**config.mk**
```make
export PLATFORM = sky130hd
export DESIGN_NAME = bxds_queue
export DESIGN_NICKNAME = d
export VERILOG_FILES = /design/src/rtl/core/bxds_pkg.sv /design/src/rtl/core/bxds_queue.sv
export SDC_FILE = /design/constraint.sdc
export NUM_CORES = 1
export LEC_CHECK = 0
export BUFFER_PORTS_ARGS = -buffer_cell sky130_fd_sc_hd__buf_4
export CORE_MARGIN = 3
export CORE_UTILIZATION = 29
export DETAILED_ROUTE_END_ITERATION = 7
export PLACE_DENSITY = 0.53
export SETUP_SLACK_MARGIN = 0.5
export SLEW_MARGIN = 0
export SYNTH_ARGS = -nofsm -noshare
export SYNTH_HDL_FRONTEND = slang
export SYNTH_SLANG_ARGS = --single-unit
```
**constraint.sdc**
```tcl
create_clock -name clk -period 7.1 [get_ports clk]
set_input_delay 0.355 -clock clk [delete_from_list [all_inputs] [get_ports clk]]
set_output_delay 0.355 -clock clk [all_outputs]
set_load 0.02 [all_outputs]
```
**src/rtl/core/bxds_pkg.sv**
```systemverilog
// Shared types, widths and register codes of the box-average RGB downscaler.
// Used by every module under rtl/core; depends on nothing.
package bxds_pkg;

    localparam int CHAN_W = 8;
    localparam int NUM_CHAN = 3;
    localparam int CH_RED = 2;
    localparam int CH_GREEN = 1;
    localparam int CH_BLUE = 0;

    localparam int WIDTH_W = 11;
    localparam int HEIGHT_W = 12;
    localparam int FACTOR_W = 5;

    localparam int CFG_IDX_W = 2;
    localparam int CFG_DATA_W = 12;

    localparam logic [CFG_IDX_W-1:0] REG_FRAME_WIDTH = 2'd0;
    localparam logic [CFG_IDX_W-1:0] REG_FRAME_HEIGHT = 2'd1;
    localparam logic [CFG_IDX_W-1:0] REG_SCALE_FACTOR = 2'd2;

    localparam int RST_FRAME_WIDTH = 640;
    localparam int RST_FRAME_HEIGHT = 480;
    localparam int RST_SCALE_FACTOR = 2;

    localparam int DEF_MAX_WIDTH = 1024;
    localparam int DEF_MAX_FACTOR = 16;

    localparam int QUEUE_DEPTH = 2;

    typedef struct packed {
        logic [CHAN_W-1:0] red;
        logic [CHAN_W-1:0] green;
        logic [CHAN_W-1:0] blue;
    } rgb_t;

    typedef struct packed {
        logic first;
        logic emit;
        logic row_end;
        logic frame_end;
    } op_flags_t;

    function automatic int col_w(input int max_width);
        return (max_width > 2048) ? WIDTH_W : $clog2(max_width);
    endfunction

    function automatic int fact_w(input int max_factor);
        return $clog2(max_factor + 1);
    endfunction

    function automatic int sub_w(input int max_factor);
        return $clog2(max_factor);
    endfunction

    function automatic int area_w(input int max_factor);
        return 2 * $clog2(max_factor + 1);
    endfunction

    function automatic int sum_w(input int max_factor);
        return CHAN_W + 2 * $clog2(max_factor);
    endfunction

endpackage

```
**src/rtl/core/bxds_queue.sv**
```systemverilog
// Short work queue between the front end and the accumulate/divide back end.
// Holds block flags, output column and pixel. Depends on bxds_pkg.
module bxds_queue #(
    parameter int ADDR_W = 10
) (
    input  logic                 clk,
    input  logic                 rst_n,
    input  logic                 push,
    output logic                 full,
    input  bxds_pkg::op_flags_t  in_flags,
    input  logic [ADDR_W-1:0]    in_addr,
    input  bxds_pkg::rgb_t       in_pixel,
    input  logic                 pop,
    output logic                 empty,
    output bxds_pkg::op_flags_t  out_flags,
    output logic [ADDR_W-1:0]    out_addr,
    output bxds_pkg::rgb_t       out_pixel
);
    import bxds_pkg::*;

    localparam int PTR_W = (QUEUE_DEPTH > 1) ? $clog2(QUEUE_DEPTH) : 1;
    localparam int CNT_W = $clog2(QUEUE_DEPTH + 1);

    op_flags_t          flags_reg [QUEUE_DEPTH];
    logic [ADDR_W-1:0]  addr_reg [QUEUE_DEPTH];
    rgb_t               pixel_reg [QUEUE_DEPTH];

    logic [PTR_W-1:0]   wr_ptr_reg, rd_ptr_reg;
    logic [CNT_W-1:0]   count_reg, count_next;

    function automatic logic [PTR_W-1:0] ptr_inc(input logic [PTR_W-1:0] ptr);
        return (ptr == PTR_W'(QUEUE_DEPTH - 1)) ? '0 : ptr + PTR_W'(1);
    endfunction

    assign full = count_reg == CNT_W'(QUEUE_DEPTH);
    assign empty = count_reg == '0;
    assign out_flags = flags_reg[rd_ptr_reg];
    assign out_addr = addr_reg[rd_ptr_reg];
    assign out_pixel = pixel_reg[rd_ptr_reg];

    always_comb
    begin
        count_next = count_reg;
        if (push && !pop)
        begin
            count_next = count_reg + CNT_W'(1);
        end
        else if (pop && !push)
        begin
            count_next = count_reg - CNT_W'(1);
        end
    end

    always_ff @(posedge clk or negedge rst_n)
    begin
        if (!rst_n)
        begin
            wr_ptr_reg <= '0;
            rd_ptr_reg <= '0;
            count_reg <= '0;
        end
        else
        begin
            if (push)
            begin
                wr_ptr_reg <= ptr_inc(wr_ptr_reg);
            end
            if (pop)
            begin
                rd_ptr_reg <= ptr_inc(rd_ptr_reg);
            end
            count_reg <= count_next;
        end
    end

    always_ff @(posedge clk)
    begin
        if (push)
        begin
            flags_reg[wr_ptr_reg] <= in_flags;
            addr_reg[wr_ptr_reg] <= in_addr;
            pixel_reg[wr_ptr_reg] <= in_pixel;
        end
    end

    a_no_overflow: assert property (@(posedge clk) disable iff (!rst_n)
        push |-> !full)
        else $error("queue push while full");

    a_no_underflow: assert property (@(posedge clk) disable iff (!rst_n)
        pop |-> !empty)
        else $error("queue pop while empty");

    a_push_lands: assert property (@(posedge clk) disable iff (!rst_n)
        push && !pop |=> !empty)
        else $error("pushed entry lost");

endmodule

```
==> results.ini <==
[floorplanning]
rows = 36
pin_count = 82
die_y_um = 107
die-area_um2 = 11500
initial_utilization_pct = 30.2
core_um2 = 9860
die_w_um = 107

[yosys]
synth_top_area_share_pct = 76.7
synth.area.top_cells = edfxtp_1 (77%), mux2_2 (11%), mux2_4 (5.0%), dfrtp_1 (3.4%), xor2_1 (1.2%)
yosys-top-cells-count = edfxtp_1 (76), mux2_2 (28), mux2_4 (10), dfrtp_1 (4), xor2_1 (4)
syn_area_per_cell_um2 = 22.2
synth_most_common_cell = edfxtp_1
synth.distinct_cells = 14
netlist_instances = 134
yosysWarnings = 0
syn-num-nets = 177
yosys.area.top_type = edfxtp_1
syn_area_um2 = 2980
ys.flop_type = edfxtp_1
ys_seq_area_share_pct = 80.1
synth_edf_count = 76
ys_ff_latch = 80
synthArstFlopShare_pct = 5.00

[place]
gp_congestion = 0.675
dp_hpwl_um = 3330
port-buffer-count = 81
placed_area_um2 = 3720

[detailed_routing]
final_antenna_net_count = 0
routedWlPerCell_um = 14.5
wl_um = 5230
drc = 0
num_vias = 1520
drt_iter0_drc = 43
dr.pass1.iters = 4
vias_per_cell = 4.21

[worst_setup_path]
critPathLaunchType = flip-flop
critPathMaxFanout = 39
r2r-start = wr_ptr_reg
path_class = flip-flop to output pin
crit_arrival_ps = 2000
worstSetupStartpoint = rd_ptr_reg
critPathCaptureType = output pin
worstPathRequired_ps = 6740

[global_routing]
grt_max_degree = 40
track_usage_pct = 9.45
grt_pass1_wl_um = 8130
first_global_vias = 1575
overflow = 0
antenna_found_initial = 0

[layout]
area_growth_pct = 33.2
drive_gt1_share_pct = 60.1
nFillCells = 887
diodes = 0
fin_nets = 266
final_cell_area_um2 = 3960
largest_register_ffs = 48

[outcome]
outcome = complete, no violations

[cts]
clkSlewWorstSetupHoldPaths_ps = 80
htree_levels = 3
clockBufferDepth = 2
cts_resized = 0
post_cts_buffers = 0
clkSinkCount = 80
cts_root_buf = clkbuf_8
cts_buffers = 9
clock_latency_ps = 340
ctsHoldBuffers = 1
tritoncts = built

[sta]
final-setup-viol-count = 0
skew_ps = 5.25
final.setup.tns_ps = 0
relSlewSlack_pct = 22.8
tightest_slew_ps = 1160
finalCritPeriodShare_pct = 33.1
fmax_mhz = 425
rsz0062_at_grt = false
slew_viol_final = 0
hold_violations = 0
min_period_ps = 2350

[pwr]
peakVddDrop_mv = 0.173
p_leak_nw = 1.51
powerDensity_nw_per_um2 = 404

[worst_hold_path]
hp-start = pop
hold_class = primary input to flip-flop

[job]
max_cap_viol_count = 0

[layout by cell type (no fill, tap or decap), drive strengths merged, types with 2 or more instances in the layout]
cell type / instances
buf: 81
edfxtp: 76
mux2: 38
clkbuf: 10
xor2: 4
dfrtp: 4
bufinv: 3
nor2: 2
clkinv: 2
nor2b: 2
[metrics by stage]
stage | total power [mW] | cells | utilization (%) | hold slack (ps) | setup WS [ps]
2_1_floorplan | 1.03 | 134 | - | 59.4 | 4560
3_3_place_gp | 1.24 | 344 | 37.7 | 156 | 5060
3_5_place_dp | 1.24 | 344 | 37.7 | 157 | 5070
4_1_cts | 1.63 | 361 | 40.2 | 164 | 4690
5_1_grt | 1.69 | 361 | 40.2 | 158 | 4610
6_report | 1.60 | 361 | 40.2 | 189 | 4750
[final timing paths]
check / endpoint / slack, ps / cells past startpoint
min: rd_ptr_reg / 190 / 2
max: out_pixel[19] / 4750 / 2
min reg2reg: count_reg[1] / 500 / 1
max reg2reg: addr_reg[0][2] / 5370 / 1
min in group asynchronous: count_reg[1] / 340 / 2
max in group asynchronous: rd_ptr_reg / 6650 / 2
[layout make-up]
class / count / area, µm² / share of cell area, %
well taps: 133 / 166 / 4.20
repair buffers: 82 / 618 / 15.6
clock buffers: 10 / 128 / 3.22
inverters: 1 / 3.75 / 0.0947
multi-input cells: 49 / 557 / 14.0
clock inverters: 6 / 108 / 2.71
flip-flops and latches: 80 / 2380 / 60.1
[layer usage]
layer	part of all wire [%]	vias up	GRT usage, %
met3	8.2	7	4.50
met4	0.88	0	2.74
met5	0	-	0
li1	-	697	-
met1	43	754	11.9
met2	48	62	14.5
[cells by family (layout without fill, tap and decap cells)]
group                      count (synthesis)  after routing  share of synthesized area [%]
DFF                                       80             80                           80.1
muxes                                     38             38                           15.6
xor gates and xnor gates                   5              5                           1.47
and+or+nand+nor                            5              5                          0.883
buffers and inverters                      5             99                           1.51
adders and majority gates                  1              1                          0.420
[critical path, cell delays in order (launching register included)]
cell and delay [ps]:
dfrtp_2 1040, mux2_2 440, buf_4 160
[where the power goes]
| group | internal (mW) | total [mW] | switching (mW) |
|---|---|---|---|
| clock | 0.232 | 0.390 | 0.157 |
| sequential | 0.629 | 0.704 | 0.0748 |
| combinational | 0.259 | 0.509 | 0.250 |
| total | 1.12 | 1.60 | 0.482 |
Power figures use the tool's default switching activity.
