===== config.mk =====
export PLATFORM = sky130hd
export DESIGN_NAME = bxds_front
export DESIGN_NICKNAME = d
export VERILOG_FILES = /design/src/rtl/core/bxds_pkg.sv /design/src/rtl/core/bxds_front.sv
export SDC_FILE = /design/constraint.sdc
export NUM_CORES = 1
export LEC_CHECK = 0
export BUFFER_PORTS_ARGS = -buffer_cell sky130_fd_sc_hd__buf_2
export CAP_MARGIN = 20
export CELL_PAD_IN_SITES_DETAIL_PLACEMENT = 1
export CELL_PAD_IN_SITES_GLOBAL_PLACEMENT = 1
export CORE_MARGIN = 2
export CORE_UTILIZATION = 48
export DETAILED_ROUTE_END_ITERATION = 8
export HOLD_SLACK_MARGIN = 0.03
export PLACE_DENSITY_LB_ADDON = 0.1
export SLEW_MARGIN = 0
export SYNTH_ARGS = -nofsm -noshare
export SYNTH_HDL_FRONTEND = slang
export SYNTH_SLANG_ARGS = --single-unit

===== constraint.sdc =====
create_clock -name clk -period 6.15 [get_ports clk]
set_input_delay 0.615 -clock clk [delete_from_list [all_inputs] [get_ports clk]]
set_output_delay 0.615 -clock clk [all_outputs]
set_load 0.01 [all_outputs]

===== src/rtl/core/bxds_pkg.sv =====
// Shared types, widths and register codes of the box-average RGB downscaler.
// Used by every module under rtl/core; depends on nothing.
package bxds_pkg;

    localparam int CHAN_W = 8;
    localparam int NUM_CHAN = 3;
    localparam int CH_RED = 2;
    localparam int CH_GREEN = 1;
    localparam int CH_BLUE = 0;

    localparam int WIDTH_W = 11;
    localparam int HEIGHT_W = 12;
    localparam int FACTOR_W = 5;

    localparam int CFG_IDX_W = 2;
    localparam int CFG_DATA_W = 12;

    localparam logic [CFG_IDX_W-1:0] REG_FRAME_WIDTH = 2'd0;
    localparam logic [CFG_IDX_W-1:0] REG_FRAME_HEIGHT = 2'd1;
    localparam logic [CFG_IDX_W-1:0] REG_SCALE_FACTOR = 2'd2;

    localparam int RST_FRAME_WIDTH = 640;
    localparam int RST_FRAME_HEIGHT = 480;
    localparam int RST_SCALE_FACTOR = 2;

    localparam int DEF_MAX_WIDTH = 1024;
    localparam int DEF_MAX_FACTOR = 16;

    localparam int QUEUE_DEPTH = 2;

    typedef struct packed {
        logic [CHAN_W-1:0] red;
        logic [CHAN_W-1:0] green;
        logic [CHAN_W-1:0] blue;
    } rgb_t;

    typedef struct packed {
        logic first;
        logic emit;
        logic row_end;
        logic frame_end;
    } op_flags_t;

    function automatic int col_w(input int max_width);
        return (max_width > 2048) ? WIDTH_W : $clog2(max_width);
    endfunction

    function automatic int fact_w(input int max_factor);
        return $clog2(max_factor + 1);
    endfunction

    function automatic int sub_w(input int max_factor);
        return $clog2(max_factor);
    endfunction

    function automatic int area_w(input int max_factor);
        return 2 * $clog2(max_factor + 1);
    endfunction

    function automatic int sum_w(input int max_factor);
        return CHAN_W + 2 * $clog2(max_factor);
    endfunction

endpackage


===== src/rtl/core/bxds_front.sv =====
// Front end: configuration registers, block limit setup and raster position tracking.
// Classifies each transfer and pushes block work to the queue. Depends on bxds_pkg.
module bxds_front #(
    parameter int MAX_WIDTH = bxds_pkg::DEF_MAX_WIDTH,
    parameter int MAX_FACTOR = bxds_pkg::DEF_MAX_FACTOR
) (
    input  logic                                         clk,
    input  logic                                         rst_n,
    input  logic                                         cfg_write_en,
    input  logic [bxds_pkg::CFG_IDX_W-1:0]               cfg_index,
    input  logic [bxds_pkg::CFG_DATA_W-1:0]              cfg_data,
    input  logic                                         in_valid,
    output logic                                         in_stall,
    input  bxds_pkg::rgb_t                               pixel,
    output logic                                         q_push,
    input  logic                                         q_full,
    output bxds_pkg::op_flags_t                          q_flags,
    output logic [bxds_pkg::col_w(MAX_WIDTH)-1:0]        q_addr,
    output bxds_pkg::rgb_t                               q_pixel,
    output logic [bxds_pkg::area_w(MAX_FACTOR)-1:0]      area
);
    import bxds_pkg::*;

    localparam int COL_W = col_w(MAX_WIDTH);
    localparam int FACT_W = fact_w(MAX_FACTOR);
    localparam int FW1 = FACT_W + 1;
    localparam int SUB_W = sub_w(MAX_FACTOR);
    localparam int AREA_W = area_w(MAX_FACTOR);
    localparam int DIM_W = HEIGHT_W;
    localparam int POS_W = HEIGHT_W + 1;
    localparam int STEP_W = $clog2(DIM_W);

    typedef enum logic [1:0] {F_LOAD, F_RUN, F_READY} setup_state_t;

    setup_state_t          setup_state_reg;
    logic [STEP_W-1:0]     step_reg;
    logic [WIDTH_W-1:0]    frame_width_reg;
    logic [HEIGHT_W-1:0]   frame_height_reg;
    logic [FACTOR_W-1:0]   scale_factor_reg;

    logic [COL_W-1:0]      src_col_reg, src_col_next;
    logic [HEIGHT_W-1:0]   src_row_reg, src_row_next;
    logic [SUB_W-1:0]      sub_col_reg, sub_col_next;
    logic [SUB_W-1:0]      sub_row_reg, sub_row_next;
    logic [COL_W-1:0]      out_col_reg, out_col_next;

    logic [DIM_W-1:0]      div_w_reg, div_h_reg;
    logic [FACT_W-1:0]     rem_w_reg, rem_h_reg;
    logic [WIDTH_W-1:0]    dw_reg;
    logic [WIDTH_W-1:0]    col_limit_reg;
    logic [HEIGHT_W-1:0]   row_limit_reg;
    logic [AREA_W-1:0]     area_reg;

    logic [WIDTH_W-1:0]    w_eff;
    logic [HEIGHT_W-1:0]   h_eff;
    logic [FACT_W-1:0]     f_eff;

    logic [FW1-1:0]        tw, th;
    logic                  ge_w, ge_h;
    logic [FACT_W-1:0]     rem_w_next, rem_h_next;
    logic [DIM_W-1:0]      quo_w_next, quo_h_next;
    logic                  last_step;

    logic                  accept;
    logic                  col_active, row_active;
    logic                  col_wrap, row_wrap;
    logic                  sub_col_wrap, sub_row_wrap;
    logic                  blk_first, blk_last;
    logic                  row_end_c, frame_end_c;

    always_comb
    begin
        if (frame_width_reg == '0)
        begin
            w_eff = WIDTH_W'(1);
        end
        else if (int'(frame_width_reg) > MAX_WIDTH)
        begin
            w_eff = WIDTH_W'(MAX_WIDTH);
        end
        else
        begin
            w_eff = frame_width_reg;
        end

        h_eff = (frame_height_reg == '0) ? HEIGHT_W'(1) : frame_height_reg;

        if (scale_factor_reg == '0)
        begin
            f_eff = FACT_W'(1);
        end
        else if (int'(scale_factor_reg) > MAX_FACTOR)
        begin
            f_eff = FACT_W'(MAX_FACTOR);
        end
        else
        begin
            f_eff = FACT_W'(scale_factor_reg);
        end
    end

    always_comb
    begin
        tw = {rem_w_reg, div_w_reg[DIM_W-1]};
        th = {rem_h_reg, div_h_reg[DIM_W-1]};
        ge_w = tw >= FW1'(f_eff);
        ge_h = th >= FW1'(f_eff);
        rem_w_next = ge_w ? FACT_W'(tw - FW1'(f_eff)) : tw[FACT_W-1:0];
        rem_h_next = ge_h ? FACT_W'(th - FW1'(f_eff)) : th[FACT_W-1:0];
        quo_w_next = {div_w_reg[DIM_W-2:0], ge_w};
        quo_h_next = {div_h_reg[DIM_W-2:0], ge_h};
        last_step = step_reg == STEP_W'(DIM_W - 1);
    end

    always_comb
    begin
        col_active = POS_W'(src_col_reg) < POS_W'(col_limit_reg);
        row_active = POS_W'(src_row_reg) < POS_W'(row_limit_reg);
        col_wrap = POS_W'(src_col_reg) + POS_W'(1) >= POS_W'(w_eff);
        row_wrap = POS_W'(src_row_reg) + POS_W'(1) >= POS_W'(h_eff);
        sub_col_wrap = FW1'(sub_col_reg) + FW1'(1) >= FW1'(f_eff);
        sub_row_wrap = FW1'(sub_row_reg) + FW1'(1) >= FW1'(f_eff);
        blk_first = (sub_col_reg == '0) && (sub_row_reg == '0);
        blk_last = (FACT_W'(sub_col_reg) >= f_eff - FACT_W'(1))
                && (FACT_W'(sub_row_reg) >= f_eff - FACT_W'(1));
        row_end_c = POS_W'(out_col_reg) + POS_W'(1) >= POS_W'(dw_reg);
        frame_end_c = row_end_c
                && (POS_W'(src_row_reg) + POS_W'(1) >= POS_W'(row_limit_reg));
    end

    always_comb
    begin
        src_col_next = src_col_reg;
        src_row_next = src_row_reg;
        sub_col_next = sub_col_reg;
        sub_row_next = sub_row_reg;
        out_col_next = out_col_reg;
        if (col_wrap)
        begin
            src_col_next = '0;
            sub_col_next = '0;
            out_col_next = '0;
            if (row_wrap)
            begin
                src_row_next = '0;
                sub_row_next = '0;
            end
            else
            begin
                if (row_active)
                begin
                    sub_row_next = sub_row_wrap ? '0 : sub_row_reg + SUB_W'(1);
                end
                src_row_next = src_row_reg + HEIGHT_W'(1);
            end
        end
        else
        begin
            if (col_active)
            begin
                if (sub_col_wrap)
                begin
                    sub_col_next = '0;
                    out_col_next = out_col_reg + COL_W'(1);
                end
                else
                begin
                    sub_col_next = sub_col_reg + SUB_W'(1);
                end
            end
            src_col_next = src_col_reg + COL_W'(1);
        end
    end

    assign in_stall = (setup_state_reg != F_READY) || q_full;
    assign accept = in_valid && !in_stall;
    assign q_push = accept && col_active && row_active;
    assign q_flags.first = blk_first;
    assign q_flags.emit = blk_last;
    assign q_flags.row_end = row_end_c;
    assign q_flags.frame_end = frame_end_c;
    assign q_addr = out_col_reg;
    assign q_pixel = pixel;
    assign area = area_reg;

    always_ff @(posedge clk or negedge rst_n)
    begin
        if (!rst_n)
        begin
            setup_state_reg <= F_LOAD;
            step_reg <= '0;
            frame_width_reg <= WIDTH_W'(RST_FRAME_WIDTH);
            frame_height_reg <= HEIGHT_W'(RST_FRAME_HEIGHT);
            scale_factor_reg <= FACTOR_W'(RST_SCALE_FACTOR);
            src_col_reg <= '0;
            src_row_reg <= '0;
            sub_col_reg <= '0;
            sub_row_reg <= '0;
            out_col_reg <= '0;
        end
        else
        begin
            if (cfg_write_en)
            begin
                case (cfg_index)
                    REG_FRAME_WIDTH:  frame_width_reg <= cfg_data[WIDTH_W-1:0];
                    REG_FRAME_HEIGHT: frame_height_reg <= cfg_data[HEIGHT_W-1:0];
                    REG_SCALE_FACTOR: scale_factor_reg <= cfg_data[FACTOR_W-1:0];
                    default:          ;
                endcase
                setup_state_reg <= F_LOAD;
            end
            else
            begin
                case (setup_state_reg)
                    F_LOAD:
                    begin
                        step_reg <= '0;
                        setup_state_reg <= F_RUN;
                    end
                    F_RUN:
                    begin
                        if (last_step)
                        begin
                            setup_state_reg <= F_READY;
                        end
                        else
                        begin
                            step_reg <= step_reg + STEP_W'(1);
                        end
                    end
                    F_READY: ;
                    default: setup_state_reg <= F_LOAD;
                endcase
            end

            if (accept)
            begin
                src_col_reg <= src_col_next;
                src_row_reg <= src_row_next;
                sub_col_reg <= sub_col_next;
                sub_row_reg <= sub_row_next;
                out_col_reg <= out_col_next;
            end
        end
    end

    always_ff @(posedge clk)
    begin
        case (setup_state_reg)
            F_LOAD:
            begin
                div_w_reg <= DIM_W'(w_eff);
                div_h_reg <= h_eff;
                rem_w_reg <= '0;
                rem_h_reg <= '0;
                area_reg <= AREA_W'(f_eff) * AREA_W'(f_eff);
            end
            F_RUN:
            begin
                div_w_reg <= quo_w_next;
                div_h_reg <= quo_h_next;
                rem_w_reg <= rem_w_next;
                rem_h_reg <= rem_h_next;
                if (last_step)
                begin
                    dw_reg <= WIDTH_W'(quo_w_next);
                    col_limit_reg <= w_eff - WIDTH_W'(rem_w_next);
                    row_limit_reg <= h_eff - HEIGHT_W'(rem_h_next);
                end
            end
            default: ;
        endcase
    end

endmodule


==> impl_metrics.tcl, run 1 <==
set metrics [dict create \
    htree_num_levels 4 \
    status "completed" \
    synth_area_leader_cell "edfxtp_1" \
    start_kind "flip-flop" \
    power.leakage_nw 5.29 \
    max_freq_ghz 0.211 \
    ff2ff_path_depth 14 \
    port_buffers 43 \
    numCtsBuffers 17 \
    core_area_sq_mm 0.0218 \
    synth-edff-count 77 \
    finalSetupViolCount 0 \
    grtUsageTotal 0.252 \
    drcViolationCount 0 \
    synth.area.mux_share 0.0336 \
    clock_sinks 151 \
    fin_setup_tns_ns 0 \
    viasPerCell 5.73 \
    end_kind "flip-flop" \
    ctsHoldBuffers 0 \
    antenna_found_initial 0 \
    cts_tree "done" \
    synth-simple-area-share 0.147 \
    io_pins 93 \
    antenna_cells 0 \
    insertion_delay_ns 0.44 \
    die_w_um 152 \
    route.met2.wl_mm 13.3 \
    holdCritPathClass "primary input to asynchronous set/reset pin" \
    drtAntennaViolNets 0 \
    hpwl_mm 21.2 \
    crit_type "flip-flop to flip-flop" \
    async_flop_share 0.490 \
    hold_violations 0 \
    power_density_mw_per_mm2 341 \
    synthFlopType "edfxtp_1" \
    met3_length_um 901 \
    worst_path_largest_cell_delay_ns 0.57 \
    gp_congestion 0.882 \
    place_inst 1325 \
    drive_above_1_share 0.141 \
    dr_total_vias 7781 \
    tightest_slew_ns 0.907 \
    post_cts_buffers 0 \
    worstPathArrival_ns 4.93 \
    dr.pass1.iters 4 \
    wl_met1_mm 13.5 \
    cts.repair.resized 0 \
    rows 54 \
    synth_xor_area_frac 0.0455 \
    netlist_area_sq_mm 0.0106 \
    die_h_um 152 \
    nets 1240 \
    grt_start_max_net_pins 75 \
    rsz0062_at_grt "no" \
    clock_skew_ns 0.0183 \
    slew_viol_final 0 \
    yosysUniqueCellTypes 96 \
    reg2reg_slack_ns 1.40 \
    clk_pin_slew_ns 0.08 \
    period_share 0.772 \
    synth-seq-area-share 0.394 \
    grt_pass1_vias 8359 \
    max_slew_margin 0.393 \
    fin_cells 1358 \
    worst_ep_required_time_ns 6.33 \
    yosys.area_share.adder 0.161 \
    die-area_sq_mm 0.0232 \
    top_layer_used "met4" \
    crit_chain "nor2b_1 > inv_1 > fa_1 > a21o_1 > a21o_1 > a21oi_1 > mux2i_1 > ha_1 > nor2b_1 > o21ai_0 > a21boi_0 > o21ai_1 > nor4b_1 > xnor2_1" \
    worst-path-stages 14 \
    crit_slowest_cell "dfstp_2" \
    ir_drop_mv 0.216 \
    cts_root_buf "clkbuf_16" \
    synth_cells 1057 \
    synth_top_family_by_area "adder cells" \
    cp_top_family "compound AO/OA/AOI/OAI gates" \
    synthToLayoutAreaGrowth_pct 7.59 \
    period_needed_ns 4.75 \
    ys_seq_elements 151 \
    synth_compound_area_frac 0.146 \
    wl_per_cell_um 20.8 \
    grt_pass1_wl_mm 46.0 \
    worstPathMaxFanout 7 \
    cp_num_buf_inv 1 \
    synth.area.top_cells "edfxtp_1, dfrtp_1, ha_1" \
    clockBufferDepth 2 \
    synth_area_per_cell_sq_um 10.0 \
    grt.overflow.total 0 \
    finalWirelength_mm 28.2 \
    drtIter0Drc 298 \
    start_util 0.486 \
    drv_cap 0 \
    yosys_warnings 0 \
    synth.top_cell.area_share 0.219 \
]
[metrics by stage]
step | cell area (sq um) | util | hold slack (ns) | total power [mW] | worst slack [ns]
2_1_floorplan | 10600 | - | 0.319 | 2.41 | 1.77
3_3_place_gp | 10800 | 0.495 | 0.432 | 2.75 | 1.61
3_5_place_dp | 10800 | 0.495 | 0.436 | 2.80 | 1.45
4_1_cts | 11400 | 0.522 | 0.384 | 3.91 | 1.39
5_1_grt | 11400 | 0.523 | 0.151 | 4.12 | 1.06
6_report | 11400 | 0.523 | 0.122 | 3.88 | 1.40
[where the power goes]
part           internal (mW)  total (mW)  switching, mW
logic                  0.581        1.42          0.841
clock network          0.578        1.08          0.503
registers               1.28        1.38          0.100
total                   2.44        3.88           1.44
[cell type report]
| class | instances | area (sq um) |
|---|---|---|
| Multi-Input combinational cell | 757 | 5660 |
| Sequential cell | 151 | 4170 |
| Inverter | 89 | 334 |
| Clock buffer | 18 | 429 |
| Clock inverter | 14 | 155 |
| Tap cell | 280 | 350 |
| Fill cell | 2409 | 10400 |
| Timing Repair Buffer | 49 | 283 |
[worst register-to-register path, delay by kind of cell (launching register included)]
| kind | cells | cell delay, ns |
|---|---|---|
| buffers and inverters | 1 | 0.27 |
| adder cells (fa/ha/maj) | 2 | 0.78 |
| AO/OA/AOI/OAI | 6 | 1.51 |
| XOR/XNOR | 1 | 0.10 |
| AND/OR/NAND/NOR | 3 | 0.83 |
| flip-flops | 1 | 0.57 |
| multiplexers | 1 | 0.42 |
[synthesized netlist by cell type, types with 5 or more instances]
cell / count
inv_1: 89
and3_1: 12
fa_1: 7
a31oi_1: 5
o21ai_1: 16
a32o_1: 5
a21o_1: 21
xor2_1: 18
buf_4: 29
nand2b_1: 16
nand3_1: 26
o21ai_0: 52
nand4_1: 6
clkbuf_1: 21
nor4_1: 10
dfstp_2: 7
o2111ai_1: 5
nor3_1: 11
a21oi_1: 40
edfxtp_1: 77
nor2_1: 58
mux2_2: 28
dfrtp_1: 67
a211oi_1: 5
nor2b_1: 12
ha_1: 125
o211ai_1: 16
xnor2_1: 37
nand2_1: 121
[layer usage]
metal,global-route usage,up-vias
li1,-,3742
met1,0.347,3852
met2,0.416,150
met3,0.0378,37
met4,0.0692,0
met5,0,-
[path summary, 6_finish.rpt]
path | startpoint | endpoint
max reg2reg | scale_factor_reg[1]$_DFFE_PN1P_ | row_limit_reg[7]$_DFFE_PP_
min | rst_n | src_row_reg[3]$_DFFE_PN0P_
min reg2reg | div_w_reg[7]$_DFFE_PP_ | dw_reg[8]$_DFFE_PP_
max in group asynchronous | rst_n | frame_width_reg[7]$_DFFE_PN1P_
min in group clk | cfg_data[11] | frame_height_reg[11]$_DFFE_PN0P_
max | scale_factor_reg[1]$_DFFE_PN1P_ | row_limit_reg[7]$_DFFE_PP_
[kinds of logic after synthesis]
group           Yosys count
mux                      32
compound gates          222
flops                   151
other cells               2
buf+inv                 151
xor+xnor                 55
fa+ha+maj               132
simple gates            312
[layout by cell type, fill, tap and decap left out, drive strengths merged, types with 12 or more instances in the layout]
cell and n:
clkbuf 18, nor3 12, a21oi 44, mux2 28
xnor2 37, and3 12, nand2 122, inv 99
o21ai 70, edfxtp 77, nor2b 13, nor2 63
nand2b 17, nand3 26, xor2 18, ha 125
dfrtp 67, buf 49, o211ai 16, a21o 22
Power figures use the tool's default switching activity.
==> run 2: changes to the inputs <==
Clock period 6.15 ns to 4.38 ns, I/O delays scaled along.
==> run 2 against run 1 <==
Routed wire length fell by 0.17%. Setup slack lost 1.1 ns. Fmax rose by 15%. Non-clock buffer count increased by 16. Register-to-register slack lost 1.1 ns. Sequential cell count did not move. Combinational power up 49%. Clock-buffer cell count grew 2. Total power is 44% higher. Utilization is 0.77 points higher. Die area unchanged. Global-route usage is essentially flat. Critical endpoint is now col_limit_reg[9]$_DFFE_PP_.
==> impl_metrics.tcl, run 2 (synthesis gave the netlist of run 1 again) <==
set metrics [dict create \
    dr_total_vias 7832 \
    worst_path_most_repeated_cell "nor2_1" \
    drcViolationCount 0 \
    hold_violations 0 \
    insertion_delay_ns 0.44 \
    max_freq_ghz 0.243 \
    die_h_um 152 \
    setup_slack_ns 0.266 \
    rows 54 \
    finalSetupViolCount 0 \
    antenna_cells 0 \
    grt_pass1_wl_mm 46.1 \
    io_pins 93 \
    crit_type "flip-flop to flip-flop" \
    clockBufferDepth 2 \
    p_int_mw 3.59 \
    cts_root_buf "clkbuf_16" \
    swShare 0.360 \
    clock_skew_ns 0.0162 \
    max_slew_margin 0.451 \
    worst_ep_required_time_ns 4.54 \
    finalWirelength_mm 28.1 \
    gp_congestion 0.850 \
    htree_num_levels 4 \
    layout.cells.most_common_list "ha_1, nand2_1, inv_1" \
    end_kind "flip-flop" \
    place_inst 1337 \
    viasPerCell 5.70 \
    crit_slowest_cell "or4b_4" \
    crit_chain "nor3_1 > nor2_1 > nor2_2 > ha_1 > inv_1 > fa_1 > a21oi_1 > nor2_1 > nor2_4 > nor2_1 > a21oi_2 > ha_1 > and3b_1 > or2_1 > o2111ai_1 > or4b_4 > o21ai_1 > a22oi_1" \
    grt_use_met3 0.0338 \
    drtAntennaViolNets 0 \
    final_common_cell "ha_1" \
    combPwrFrac 0.377 \
    status "completed" \
    dr.pass1.iters 4 \
    drtIter0Drc 370 \
    worstPathMaxFanout 7 \
    fillCellCount 2437 \
    die-area_sq_mm 0.0232 \
    period_share 0.939 \
    multiInputGateArea_sq_mm 0.00568 \
    wl_per_cell_um 20.5 \
    ff2ff_path_depth 18 \
    p_sw_mw 2.02 \
    worstPathArrival_ns 4.28 \
    grt_pass1_vias 8293 \
    grt.overflow.total 0 \
    drive_above_1_share 0.158 \
    cts_tree "done" \
    core_area_sq_mm 0.0218 \
    nets 1256 \
    hpwl_mm 21.4 \
    worst_hold_slack_ns 0.242 \
    power_density_mw_per_mm2 485 \
    antenna_found_initial 0 \
    grt_busiest_layer "met2" \
    numCtsBuffers 17 \
    fin_setup_tns_ns 0 \
    tightest_slew_ns 0.824 \
    use_met2 0.416 \
    grtUsageTotal 0.252 \
    use_met1 0.353 \
    worst_path_largest_cell_delay_ns 0.51 \
    seq_power_share 0.343 \
    clock_sinks 151 \
    drv_cap 0 \
    holdCritPathClass "primary input to flip-flop" \
    period_needed_ns 4.11 \
    ir_drop_mv 0.264 \
    clk_pin_slew_ns 0.07 \
    hold_depth 2 \
    regArea_sq_mm 0.00417 \
    clockPowerShare 0.280 \
    slew_viol_final 0 \
    port_buffers 43 \
    power.leakage_nw 5.38 \
    synthToLayoutAreaGrowth_pct 9.18 \
    start_kind "flip-flop" \
    grt_start_max_net_pins 47 \
    die_w_um 152 \
    fin_cells 1374 \
    pre_cts_ws_ns 0.114 \
    start_util 0.486 \
]
run 2: what timing repair did:
item | in CTS | in global routing
hold endpoints to repair | 34 | 0
buffers inserted | 0 | 4
endpoints found under the setup margin | 0 | 11
hold buffers | 1 | 0
gates resized for setup | 0 | 7
run 2: metal layers:
metal,share of wire,vias up
li1,-,3774
met1,0.48,3873
met2,0.48,151
met3,0.034,34
met4,0.015,0
met5,0,-
run 2: path summary, 6_finish.rpt:
check	startpoint	end	slack, ns
setup / recovery	scale_factor_reg[1]$_DFFE_PN1P_	col_limit_reg[9]$_DFFE_PP_	0.27
hold / removal	cfg_data[11]	frame_height_reg[11]$_DFFE_PN0P_	0.24
setup reg to reg	scale_factor_reg[1]$_DFFE_PN1P_	col_limit_reg[9]$_DFFE_PP_	0.27
hold reg to reg	div_w_reg[6]$_DFFE_PP_	dw_reg[7]$_DFFE_PP_	0.45
max in group asynchronous	rst_n	frame_width_reg[7]$_DFFE_PN1P_	2.91
min in group asynchronous	rst_n	src_row_reg[1]$_DFFE_PN0P_	0.53
run 2: power groups by stage:
stage,sequential [mW],combinational (mW),clock [mW]
final,1.92,2.11,1.57
after global placement,1.94,1.95,0
after detailed placement,1.94,2.02,0
after global routing,1.94,2.36,1.65
after floorplan,1.90,1.48,0
after CTS,1.92,2.05,1.60
run 2: area by class of cell:
type | count | area share
Multi-Input combinational cell | 757 | 0.492
Sequential cell | 151 | 0.361
Clock buffer | 20 | 0.0415
Timing Repair Buffer | 65 | 0.0334
Tap cell | 280 | 0.0303
Inverter | 89 | 0.0289
Clock inverter | 12 | 0.0128
run 2: through the flow:
stage	utilization	cell area, sq um	power (mW)
2_1_floorplan	-	10600	3.39
3_3_place_gp	0.499	10900	3.89
3_5_place_dp	0.499	10900	3.96
4_1_cts	0.529	11500	5.56
5_1_grt	0.531	11600	5.95
6_report	0.531	11600	5.60
run 2: critical path, delay by kind of cell, from the launching register on:
family,cells,cell delay (ns)
compound gates,5,0.72
simple gates,9,1.77
flops,1,0.39
fa+ha+maj,3,0.88
buf+inv,1,0.05
==> run 3: changes to the inputs <==
Settings changed: ABC_AREA from default to 1, CORE_UTILIZATION 48 to 46.
==> run 3 against run 2 <==
Routed wire length down 5.7%. Total power up 4.9%. Sequential power up 3%. Critical path type unchanged. Largest cell class unchanged.
==> impl_metrics.tcl, run 3 <==
set metrics [dict create \
    synth.area.top_cells "edfxtp_1, dfrtp_1, ha_1" \
    yosysUniqueCellTypes 49 \
    start_kind "flip-flop" \
    clock_sinks 151 \
    combPwrFrac 0.394 \
    port_buffers 43 \
    antenna_found_initial 0 \
    grt.overflow.total 0 \
    viasPerCell 5.33 \
    cts_root_buf "clkbuf_16" \
    period_needed_ns 4.12 \
    hold_violations 0 \
    wl_per_cell_um 17.3 \
    cp_top_family "adder cells" \
    ff2ff_path_depth 24 \
    swShare 0.382 \
    rows 54 \
    layout.cells.most_common_list "nand2_1, inv_1, ha_1" \
    worst_ep_required_time_ns 4.56 \
    seq_power_share 0.336 \
    reg2reg_slack_ns 0.26 \
    yosys_warnings 0 \
    grtUsageTotal 0.232 \
    start_util 0.472 \
    p_total_mw 5.88 \
    ys_seq_elements 151 \
    wl_met1_mm 12.0 \
    yosys-top-cells-count "nand2_1, inv_1, ha_1" \
    clockBufferDepth 2 \
    synth.top_cell.area_share 0.223 \
    p_int_mw 3.63 \
    die_h_um 154 \
    crit_slowest_cell "dfrtp_1" \
    setup_slack_ns 0.260 \
    clk_pin_slew_ns 0.07 \
    cp_num_buf_inv 4 \
    tightest_slew_ns 0.910 \
    synth_area_per_cell_sq_um 8.52 \
    finalWirelength_mm 26.5 \
    finalSetupViolCount 0 \
    end_kind "flip-flop" \
    htree_num_levels 4 \
    io_pins 93 \
    synth_xor_area_frac 0.0440 \
    worstPathMaxFanout 11 \
    drive_above_1_share 0.0966 \
    synth-edff-count 77 \
    crit_chain "nor2_2 > nand2_1 > a21oi_2 > ha_2 > inv_1 > fa_1 > a21oi_1 > nor2_1 > nor2_1 > nor2_1 > inv_1 > nand2_4 > o21a_1 > inv_1 > ha_1 > inv_1 > fa_1 > nand2_1 > nand2_1 > a21oi_2 > o21ai_0 > nor2_1 > nand2_1 > xor2_1" \
    cts_tree "done" \
    status "completed" \
    final_common_cell "nand2_1" \
    drtAntennaViolNets 0 \
    grt_pass1_wl_mm 43.7 \
    grt_pass1_vias 8616 \
    power_density_mw_per_mm2 517 \
    reg2reg_to "row_limit_reg[10]$_DFFE_PP_" \
    synth-simple-area-share 0.191 \
    yosys.area_share.adder 0.165 \
    synthFlopType "edfxtp_1" \
    yosys.cell_count.top_type "nand2_1" \
    r2r_start "scale_factor_reg[2]$_DFFE_PN0P_" \
    die_w_um 154 \
    synth.area.mux_share 0.000967 \
    async_flop_share 0.490 \
    drv_cap 0 \
    synth_top_family_by_area "simple AND/OR/NAND/NOR gates" \
    synthToLayoutAreaGrowth_pct 9.75 \
    clock_skew_ns 0.0110 \
    worst_path_largest_cell_delay_ns 0.42 \
    gp_congestion 0.821 \
    holdCritPathClass "primary input to asynchronous set/reset pin" \
    netlist_area_sq_mm 0.0104 \
    pre_cts_ws_ns 0.0866 \
    hpwl_mm 20.3 \
    route.met2.wl_mm 13.4 \
    met3_length_um 729 \
    ctsHoldBuffers 0 \
    synth-seq-area-share 0.403 \
    grt_start_max_net_pins 47 \
    power.leakage_nw 5.65 \
    die-area_sq_mm 0.0237 \
    top_layer_used "met4" \
    numCtsBuffers 17 \
    p_sw_mw 2.25 \
    fillCellCount 2647 \
    crit_type "flip-flop to flip-flop" \
    nets 1415 \
    worst-path-stages 24 \
    drcViolationCount 0 \
    max_slew_margin 0.392 \
    insertion_delay_ns 0.43 \
    worstPathArrival_ns 4.30 \
    clockPowerShare 0.271 \
    synth_area_leader_cell "edfxtp_1" \
    ir_drop_mv 0.317 \
    dr_total_vias 8176 \
    core_area_sq_mm 0.0220 \
    synth_compound_area_frac 0.0957 \
    synth_cells 1216 \
    max_freq_ghz 0.243 \
    antenna_cells 0 \
    period_share 0.941 \
    drtIter0Drc 431 \
    dr.pass1.iters 5 \
    slew_viol_final 0 \
]
-- run 3: cell types whose count changed after synthesis, moves of 19 or more --
cell / before / now
mux2_2: 28 / 0
nor2_1: 58 / 91
nand3_1: 26 / 59
nand2_1: 121 / 226
o21ai_0: 52 / 96
nand4_1: 6 / 25
inv_1: 89 / 185
xnor2_1: 37 / 5
xor2_1: 18 / 47
-- run 3: cell type report --
| cell class | count | area (sq um) | share of cell area |
|---|---|---|---|
| clock buffer | 21 | 440 | 0.0387 |
| inverter | 189 | 709 | 0.0624 |
| timing repair buffer | 57 | 323 | 0.0284 |
| clock inverter | 11 | 173 | 0.0152 |
| tap | 280 | 350 | 0.0308 |
| sequential | 151 | 4170 | 0.367 |
| multi-input combinational | 824 | 5200 | 0.457 |
-- run 3: how the worst max path moves through the flow --
| stage | end | startpoint | slack (ns) |
|---|---|---|---|
| after floorplan | row_limit_reg[10]$_DFFE_PP_ | scale_factor_reg[2]$_DFFE_PN0P_ | 0.31 |
| after global placement | row_limit_reg[10]$_DFFE_PP_ | scale_factor_reg[2]$_DFFE_PN0P_ | 0.28 |
| after detailed placement | row_limit_reg[11]$_DFFE_PP_ | scale_factor_reg[1]$_DFFE_PN1P_ | 0.09 |
| after CTS | row_limit_reg[11]$_DFFE_PP_ | scale_factor_reg[2]$_DFFE_PN0P_ | 0.04 |
| after global routing | row_limit_reg[10]$_DFFE_PP_ | scale_factor_reg[2]$_DFFE_PN0P_ | -0.01 |
| final | row_limit_reg[10]$_DFFE_PP_ | scale_factor_reg[2]$_DFFE_PN0P_ | 0.26 |
-- run 3: power by group through the flow --
stage	combinational (mW)	clock, mW	sequential, mW
after CTS	2.29	1.62	1.97
after global placement	2.16	0	1.99
after global routing	2.64	1.67	2.00
after floorplan	1.68	0	1.96
final	2.31	1.59	1.97
after detailed placement	2.24	0	2.00
-- run 3: metal layers --
metal / GRT usage / vias to the layer above
met5: 0 / -
met4: 0.0610 / 0
met3: 0.0364 / 36
met2: 0.413 / 95
met1: 0.294 / 4009
li1: - / 4036
-- run 3: logic make-up after synthesis --
logic type / Yosys count
buffers and inverters: 243
muxes: 1
xor gates and xnor gates: 52
other: 2
AOI/OAI and AO/OA: 184
DFF: 151
adders and majority gates: 132
and+or+nand+nor: 451
-- run 3: worst reg2reg max path, stage by stage, from the launching register on --
cell and delay [ns]:
dfrtp_1 0.42, nor2_2 0.16, nand2_1 0.08, a21oi_2 0.17, ha_2 0.21, inv_1 0.05
fa_1 0.40, a21oi_1 0.17, nor2_1 0.06, nor2_1 0.16, nor2_1 0.07, inv_1 0.11
nand2_4 0.10, o21a_1 0.22, inv_1 0.06, ha_1 0.13, inv_1 0.06, fa_1 0.41
nand2_1 0.09, nand2_1 0.06, a21oi_2 0.17, o21ai_0 0.14, nor2_1 0.17, nand2_1 0.08
xor2_1 0.14
-- run 3: repair_timing --
action	CTS	global route
setup endpoints to repair	3	5
pin swaps	0	2
resized for setup	2	8
setup buffers	0	3
-- run 3: metrics by stage --
stage                      util  hold slack [ns]  instance area (sq um)  cells  setup TNS [ns]
final                     0.518           0.0413                  11400   1533               0
after global routing      0.518           0.0814                  11400   1533         -0.0133
after CTS                 0.516           0.0581                  11300   1530               0
after detailed placement  0.488            0.436                  10700   1498               0
after global placement    0.488            0.437                  10700   1498               0
after floorplan               -            0.142                  10400   1218               0
